<file path="config.mk">
export PLATFORM = sky130hd
export DESIGN_NAME = sct_slot
export DESIGN_NICKNAME = d
export VERILOG_FILES = /design/src/rtl/sparse_chunked_tile_store_top_defines.svh /design/src/rtl/sct_pkg.sv /design/src/rtl/sct_slot.sv
export SDC_FILE = /design/constraint.sdc
export NUM_CORES = 1
export LEC_CHECK = 0
export ABC_AREA = 1
export BUFFER_PORTS_ARGS = -buffer_cell sky130_fd_sc_hd__buf_4
export CAP_MARGIN = 0
export CORE_MARGIN = 5
export CORE_UTILIZATION = 19
export DETAILED_ROUTE_END_ITERATION = 6
export PLACE_DENSITY = 0.77
export SETUP_SLACK_MARGIN = 0.05
export SLEW_MARGIN = 25
export SYNTH_ARGS = -nofsm -noshare
export SYNTH_HDL_FRONTEND = slang
export SYNTH_SLANG_ARGS = --single-unit
export TNS_END_PERCENT = 5
</file>
<file path="constraint.sdc">
create_clock -name clk -period 1.33 [get_ports clk]
set_clock_uncertainty 0.15 [all_clocks]
set_input_delay 0.399 -clock clk [delete_from_list [all_inputs] [get_ports clk]]
set_output_delay 0.399 -clock clk [all_outputs]
set_load 0.005 [all_outputs]
</file>
<file path="src/rtl/sparse_chunked_tile_store_top_defines.svh">
// Assertion macros shared by the sparse chunked tile store RTL.
// Needs signals clk and arst_n in the scope where a macro is used.
`ifndef SPARSE_CHUNKED_TILE_STORE_TOP_DEFINES_SVH
`define SPARSE_CHUNKED_TILE_STORE_TOP_DEFINES_SVH

// Check a property on every clock edge outside of reset.
`define SCT_CHECK(label, prop, msg) \
	label: assert property (@(posedge clk) disable iff (!arst_n) (prop)) else $error(msg);

// Check that one condition implies another in the same cycle.
`define SCT_IMPLY(label, cond, prop, msg) \
	label: assert property (@(posedge clk) disable iff (!arst_n) (cond) |-> (prop)) \
		else $error(msg);

`endif

</file>
<file path="src/rtl/sct_pkg.sv">
// Package of the sparse chunked tile store: payload types, FSM states, defaults.
// No dependencies.
package sct_pkg;

	localparam int TILE_SHIFT_DEF  = 4;
	localparam int HASH_SLOTS_DEF  = 64;
	localparam int POOL_CHUNKS_DEF = 64;

	typedef struct packed {
		logic               kind;
		logic signed [31:0] tile_x;
		logic signed [31:0] tile_y;
		logic signed [31:0] tile_z;
		logic [31:0]        write_value;
	} in_t;

	typedef struct packed {
		logic [31:0] read_value;
		logic        chunk_found;
		logic        pool_full;
	} out_t;

	localparam logic KIND_READ  = 1'b0;
	localparam logic KIND_WRITE = 1'b1;

	typedef enum logic [3:0] {
		S_IDLE,
		S_HASH,
		S_KREAD,
		S_KCMP,
		S_NEWKEY,
		S_LINK,
		S_FILL,
		S_STORE,
		S_TREAD,
		S_TDATA,
		S_DONE
	} state_t;

	typedef enum logic [2:0] {
		SL_IDLE,
		SL_SUM,
		SL_MUL,
		SL_QUO,
		SL_REM,
		SL_DONE
	} slot_state_t;

	// Key memory port control
	typedef struct packed {
		logic re;
		logic we;
		logic set_valid;
	} kctl_t;

endpackage

</file>
<file path="src/rtl/sct_slot.sv">
// Home slot unit: hash 19x+7y+3z and reduce modulo the slot count.
// Uses sct_pkg; reciprocal multiply when the slot count is not a power of two.
module sct_slot #(
	parameter int HASH_SLOTS = sct_pkg::HASH_SLOTS_DEF,
	parameter int SLOT_W     = 1
) (
	input  logic              clk,
	input  logic              arst_n,
	input  logic              start,
	input  logic [31:0]       cx,
	input  logic [31:0]       cy,
	input  logic [31:0]       cz,
	output logic              done,
	output logic [SLOT_W-1:0] slot
);
	localparam bit IS_POW2 = (HASH_SLOTS & (HASH_SLOTS - 1)) == 0;
	localparam logic [31:0] MASK = 32'(HASH_SLOTS - 1);
	localparam int RECIP_SH = 32 + $clog2(HASH_SLOTS);
	localparam logic [63:0] RECIP =
		((64'd1 << RECIP_SH) + 64'(HASH_SLOTS) - 64'd1) / 64'(HASH_SLOTS);
	localparam logic [31:0] RECIP_LO = RECIP[31:0];
	localparam logic RECIP_HI = RECIP[32];
	localparam logic [SLOT_W-1:0] MOD_W = SLOT_W'(HASH_SLOTS);

	sct_pkg::slot_state_t state_q, state_d;
	logic [31:0]       px_s1, py_s1, pz_s1;
	logic [31:0]       hash_q;
	logic [63:0]       prod_q;
	logic [SLOT_W-1:0] quo_q;
	logic [SLOT_W-1:0] slot_q;
	logic [31:0]       sum;
	logic [64:0]       prod_full;
	logic [SLOT_W-1:0] quo_mul;

	assign sum       = px_s1 + py_s1 + pz_s1;
	assign prod_full = {1'b0, prod_q} + (RECIP_HI ? {1'b0, hash_q, 32'd0} : 65'd0);
	assign quo_mul   = quo_q * MOD_W;
	assign done      = state_q == sct_pkg::SL_DONE;
	assign slot      = slot_q;

	// Advance the sequencer
	always_ff @(posedge clk or negedge arst_n) begin
		if (!arst_n) begin
			state_q <= sct_pkg::SL_IDLE;
		end else begin
			state_q <= state_d;
		end
	end

	always_comb begin
		state_d = state_q;
		case (state_q)
			sct_pkg::SL_IDLE: if (start) state_d = sct_pkg::SL_SUM;
			sct_pkg::SL_SUM:  state_d = IS_POW2 ? sct_pkg::SL_DONE : sct_pkg::SL_MUL;
			sct_pkg::SL_MUL:  state_d = sct_pkg::SL_QUO;
			sct_pkg::SL_QUO:  state_d = sct_pkg::SL_REM;
			sct_pkg::SL_REM:  state_d = sct_pkg::SL_DONE;
			sct_pkg::SL_DONE: state_d = sct_pkg::SL_IDLE;
			default:          state_d = sct_pkg::SL_IDLE;
		endcase
	end

	// Hold the products, then the sum, then quotient by reciprocal and remainder
	always_ff @(posedge clk) begin
		if (state_q == sct_pkg::SL_IDLE && start) begin
			px_s1 <= cx * 32'd19;
			py_s1 <= cy * 32'd7;
			pz_s1 <= cz * 32'd3;
		end
		if (state_q == sct_pkg::SL_SUM) begin
			hash_q <= sum;
			slot_q <= SLOT_W'(sum & MASK);
		end
		if (state_q == sct_pkg::SL_MUL) begin
			prod_q <= 64'(hash_q) * 64'(RECIP_LO);
		end
		if (state_q == sct_pkg::SL_QUO) begin
			quo_q <= prod_full[RECIP_SH +: SLOT_W];
		end
		if (state_q == sct_pkg::SL_REM) begin
			slot_q <= hash_q[SLOT_W-1:0] - quo_mul;
		end
	end

endmodule

</file>
==> flow_summary.json, run 1 <==
{
  "slowest_delay_ns": 0.38,
  "synth_top_area_share": 0.4124,
  "clkSinkCount": 8,
  "finalNetCount": 156,
  "die-area_um2": 2892,
  "seq_area_frac_synth": 0.6186,
  "clock_latency_ns": 0.26,
  "leakagePower_nw": 0.2523,
  "worst_ep_required_time_ns": 0.78,
  "vias_per_cell": 3.951,
  "start_util": 0.2042,
  "outcome": "complete, but fails checks",
  "start_kind": "flop",
  "cts_root_buf": "clkbuf_4",
  "cts_buffer_depth": 2,
  "crit_chain": "inv_2 > nand2_2 > nor2_1 > buf_4",
  "synth-edff-count": 5,
  "hpwl_um": 519.9,
  "place_congestion": 0.7232,
  "hold_viol": 0,
  "power.total_mw": 1.032,
  "ant_nets": 0,
  "rsz0062_at_grt": "yes",
  "cts_max_level": 1,
  "synth_mux_area_frac": 0,
  "wl_per_cell_um": 9.099,
  "grt_pass1_vias": 323,
  "vias": 320,
  "slew_violations": 0,
  "drt_drc_violations_left": 0,
  "io_pins": 101,
  "cap_violations": 0,
  "cp.arrival_ns": 0.95,
  "synth_top_family_by_area": "simple AND/OR/NAND/NOR gates",
  "slowest_stage": "dfrtp_1",
  "grt_max_degree": 6,
  "finalCriticalPeriod_ns": 1.497,
  "ys_seq_elements": 8,
  "synth_common_cells": "nand2_1, edfxtp_1, inv_1",
  "period_share": 1.125,
  "p_per_area_nw_per_um2": 1905,
  "synthAdderAreaFrac": 0,
  "seqPwrFrac": 0.386,
  "cp-end-kind": "primary output",
  "crit_path_max_fanout": 2,
  "yosysWarnings": 0,
  "clkTransAtPathRegs_ns": 0.06,
  "synthXorXnorAreaFrac": 0,
  "path_class": "flop to primary output",
  "synth_compound_area_frac": 0.03436,
  "antenna_cells": 0,
  "port_buffers": 7,
  "combPwrFrac": 0.422,
  "syn-num-nets": 137,
  "peakVddDrop_uv": 778.4,
  "final_area_um2": 541.8,
  "drive_above_1_share": 0.4286,
  "drtPass1Iterations": 3,
  "synth_area_um2": 364.1,
  "area_growth_pct": 48.80,
  "overflow": 0,
  "cts_buffers": 3,
  "fmax_ghz": 0.6682,
  "core_um2": 1783,
  "track_usage": 0.07024,
  "antenna_found_initial": 0,
  "synthCells": 38,
  "grt_pass1_wl_um": 1276,
  "yosysMostFrequentCell": "nand2_1",
  "ys_async_sr_fraction": 0.3750,
  "synth-main-ff-cell": "edfxtp_1",
  "intPower_mw": 0.6965,
  "p_sw_frac": 0.3253,
  "hp-class": "primary input to flop",
  "setup_viol": 6,
  "fin_ws_ns": -0.1666,
  "rows": 15,
  "tightest_slew_ns": 0.1902,
  "drt_iter0_drc": 8,
  "drt_wl_total_um": 737,
  "yosys.area.top_type": "edfxtp_1",
  "maxSlewHeadroom": 0.8731,
  "p_sw_mw": 0.3357,
  "violations": "negative setup slack",
  "fin_setup_tns_ns": -0.7680,
  "die_x_um": 53.78,
  "place_area_um2": 455.4,
  "synthSimpleGateAreaFrac": 0.2646,
  "die_h_um": 53.78,
  "yosys-top-cells-area": "edfxtp_1, dfrtp_1, nand2_1, inv_1, nand3_1",
  "syn_area_per_cell_um2": 9.582,
  "synth_cell_type_count": 15,
  "cts_tree": "yes",
  "p_clk_frac": 0.193
}
-- registers in the layout, indices dropped and copies added (netlist names) --
signal / cells
state_q: 3
hash_q: 1
px_s1: 1
py_s1: 1
pz_s1: 1
slot: 1
-- logic make-up after synthesis --
family                 count (synthesis)
buffers and inverters                  7
flip-flops                             8
AND/OR/NAND/NOR                       21
AO/OA/AOI/OAI                          2
-- path summary, 6_finish.rpt --
| check | slack, ns | depth (start not counted) | from | to |
|---|---|---|---|---|
| worst min register to register | 0.41 | 2 | hash_q[0] | slot |
| worst min-delay path | 0.16 | 1 | cx[0] | px_s1[0] |
| max in group asynchronous | 0.61 | 2 | arst_n | state_q[0] |
| worst max register to register | -0.13 | 4 | state_q[1] | py_s1[0] |
| min in group asynchronous | 0.33 | 2 | arst_n | state_q[2] |
| worst max-delay path | -0.17 | 4 | state_q[1] | done |
-- metal layers --
metal,GRT usage,vias to the layer above,share of wire
met2,0.1169,8,0.60
met5,0,-,0
met4,0.07660,0,0.024
met1,0.06198,151,0.35
met3,0.02493,3,0.023
li1,-,158,-
-- power by group through the flow --
stage	Sequential, mW	Combinational (mW)	Clock (mW)
3_3_place_gp	0.406	0.333	0
4_1_cts	0.399	0.433	0.209
3_5_place_dp	0.408	0.350	0
5_1_grt	0.408	0.491	0.225
6_report	0.398	0.435	0.199
2_1_floorplan	0.392	0.228	0
-- placed cells by master, fill, tap and decap left out, drive strengths merged --
cell / instances
and2: 1
and3: 1
buf: 14
clkbuf: 4
dfrtp: 3
dlygate4sd3: 1
edfxtp: 5
inv: 6
nand2: 10
nand3: 3
nor2: 4
nor3: 2
o21a: 1
o21ai: 1
-- layout make-up --
cell class	count	area [µm²]
repair buffers	15	118.9
flip-flops and latches	8	225.2
well taps	25	31.28
multi-input cells	23	117.6
inverters	6	22.52
fillers	194	1241
clock buffers	4	26.28
-- what timing repair did --
action | CTS | global route
gates resized for setup | 4 | 1
endpoints found under the setup margin | 2 | 8
hold endpoints to repair | 3 | 0
setup buffers | 4 | 1
hold buffers | 1 | 0
pin swaps | 1 | 1
-- through the flow --
stage	cells	util	hold WS, ns	worst slack, ns
finish	81	0.3039	0.1647	-0.1666
global route	81	0.3039	0.1513	-0.2245
CTS	80	0.2982	0.1562	-0.1842
detailed placement	71	0.2554	0.04254	0.03441
global placement	71	0.2554	0.04111	0.02993
floorplan	38	-	-0.04659	0.1040
-- worst max-delay path, delay by kind of cell, from the launching register on --
| kind | cells | cell delay [ns] |
|---|---|---|
| flops | 1 | 0.38 |
| simple gates | 2 | 0.13 |
| buf+inv | 2 | 0.18 |
Note: power is estimated with default switching activity, not from simulation.
==> run 2: changes to the inputs <==
--- a/config.mk
+++ b/config.mk
@@ -7,13 +7,12 @@
 export LEC_CHECK = 0
 export ABC_AREA = 1
 export BUFFER_PORTS_ARGS = -buffer_cell sky130_fd_sc_hd__buf_4
-export CAP_MARGIN = 0
 export CORE_MARGIN = 5
 export CORE_UTILIZATION = 19
 export DETAILED_ROUTE_END_ITERATION = 6
 export PLACE_DENSITY = 0.77
 export SETUP_SLACK_MARGIN = 0.05
-export SLEW_MARGIN = 25
+export SKIP_CTS_REPAIR_TIMING = 1
 export SYNTH_ARGS = -nofsm -noshare
 export SYNTH_HDL_FRONTEND = slang
 export SYNTH_SLANG_ARGS = --single-unit
==> flow_summary.json, run 2 (synthesis results as in run 1) <==
{
  "outcome": "complete, but fails checks",
  "violations": "negative setup slack",
  "rows": 15,
  "grt_max_degree": 7,
  "reg2reg_slack_ns": 0.06,
  "grt_pass1_wl_um": 1131,
  "drt_wl_total_um": 645,
  "cts_max_level": 1,
  "path_class": "flop to primary output",
  "worstReg2RegEnd": "py_s1[0]",
  "antenna_cells": 0,
  "p_per_area_nw_per_um2": 1934,
  "drive_above_1_share": 0.3725,
  "fmax_ghz": 0.6556,
  "maxSlewHeadroom": 0.8879,
  "die_h_um": 53.78,
  "drt_drc_violations_left": 0,
  "holdPathStages": 1,
  "place_congestion": 0.7232,
  "track_usage": 0.06275,
  "seq_area_um2": 225.2,
  "post-route-util": 0.2807,
  "cts_buffer_depth": 2,
  "tightest_slew_ns": 0.1663,
  "min_from": "cx[0]",
  "ant_nets": 0,
  "min_delay_worst_endpoint": "px_s1[0]",
  "area_growth_pct": 37.46,
  "start_util": 0.2042,
  "crit_path_max_fanout": 3,
  "hold_viol": 0,
  "cp-end-kind": "primary output",
  "start_kind": "flop",
  "vias_per_cell": 3.803,
  "drtPass1Iterations": 2,
  "port_buffers": 7,
  "cts_root_buf": "clkbuf_4",
  "wl_per_cell_um": 8.487,
  "n_fill_cell": 195,
  "worstReg2RegStart": "state_q[0]",
  "cp.arrival_ns": 0.98,
  "place_area_um2": 455.4,
  "antenna_found_initial": 0,
  "final_area_um2": 500.5,
  "worst_ep_required_time_ns": 0.78,
  "final_cell_mix": "buf_4, nand2_1, edfxtp_1",
  "finalCriticalPeriod_ns": 1.525,
  "die-area_um2": 2892,
  "peakVddDrop_uv": 700.2,
  "core_um2": 1783,
  "clock_latency_ns": 0.25,
  "finalNetCount": 151,
  "rsz0062_at_grt": "yes",
  "slew_violations": 0,
  "r2r_cells": 2,
  "drt_iter0_drc": 4,
  "clkSinkCount": 8,
  "cts_tree": "yes",
  "setup_viol": 1,
  "top_register": "state_q",
  "fin_ws_ns": -0.1953,
  "period_share": 1.147,
  "vias": 289,
  "hp-class": "primary input to flop",
  "leakagePower_nw": 0.2287,
  "final_common_cell": "buf_4",
  "grt_pass1_vias": 290,
  "fin_setup_tns_ns": -0.1953,
  "cap_violations": 0,
  "clkTransAtPathRegs_ns": 0.06,
  "cts_buffers": 3,
  "largest_reg_flops": 3,
  "die_x_um": 53.78,
  "io_pins": 101,
  "overflow": 0,
  "multi_input_area_um2": 113.9,
  "hpwl_um": 519.9
}
-- run 2: changes by cell type in the layout (fill, tap and decap cells not counted), sizes merged --
cell / change
buf: -5
-- run 2: power breakdown --
group          internal (mW)  switching, mW
Sequential             0.356         0.0558
Combinational          0.184          0.177
Clock                  0.115         0.0799
Total                  0.655          0.313
-- run 2: metal layers --
layer / share of wire / GRT usage / vias up
li1: - / - / 146
met1: 0.40 / 0.06198 / 138
met2: 0.58 / 0.09073 / 5
met3: 0.019 / 0.02493 / 0
met4: 0 / 0.07660 / 0
met5: 0 / 0 / -
-- run 2: critical path: stages (launching register included) --
cell	delay (ns)
dfrtp_1	0.40
inv_2	0.07
nand2_2	0.06
nor2_1	0.09
buf_4	0.11
-- run 2: final cells by class --
type	instances	area share
Clock buffer	4	0.05250
Inverter	6	0.04500
Multi-Input combinational cell	23	0.2275
Sequential cell	8	0.4500
Tap cell	25	0.06250
Timing Repair Buffer	10	0.1625
-- run 2: through the flow --
stage	hold slack, ns	instances	setup WS (ns)	power, mW
after floorplan	-0.04659	38	0.1040	0.6196
after global placement	0.04111	71	0.02993	0.7399
after detailed placement	0.04254	71	0.03441	0.7578
after CTS	-0.2278	75	-0.2516	0.9675
after global routing	0.1513	76	-0.2655	1.057
final	0.1695	76	-0.1953	0.9680
-- run 2: worst max path at each step --
stage / start / endpoint / slack, ns
after floorplan: state_q[0] / px_s1[0] / 0.10
after detailed placement: state_q[1] / done / 0.03
final: state_q[1] / done / -0.20
after global routing: state_q[1] / done / -0.27
after global placement: state_q[1] / done / 0.03
after CTS: state_q[1] / done / -0.25
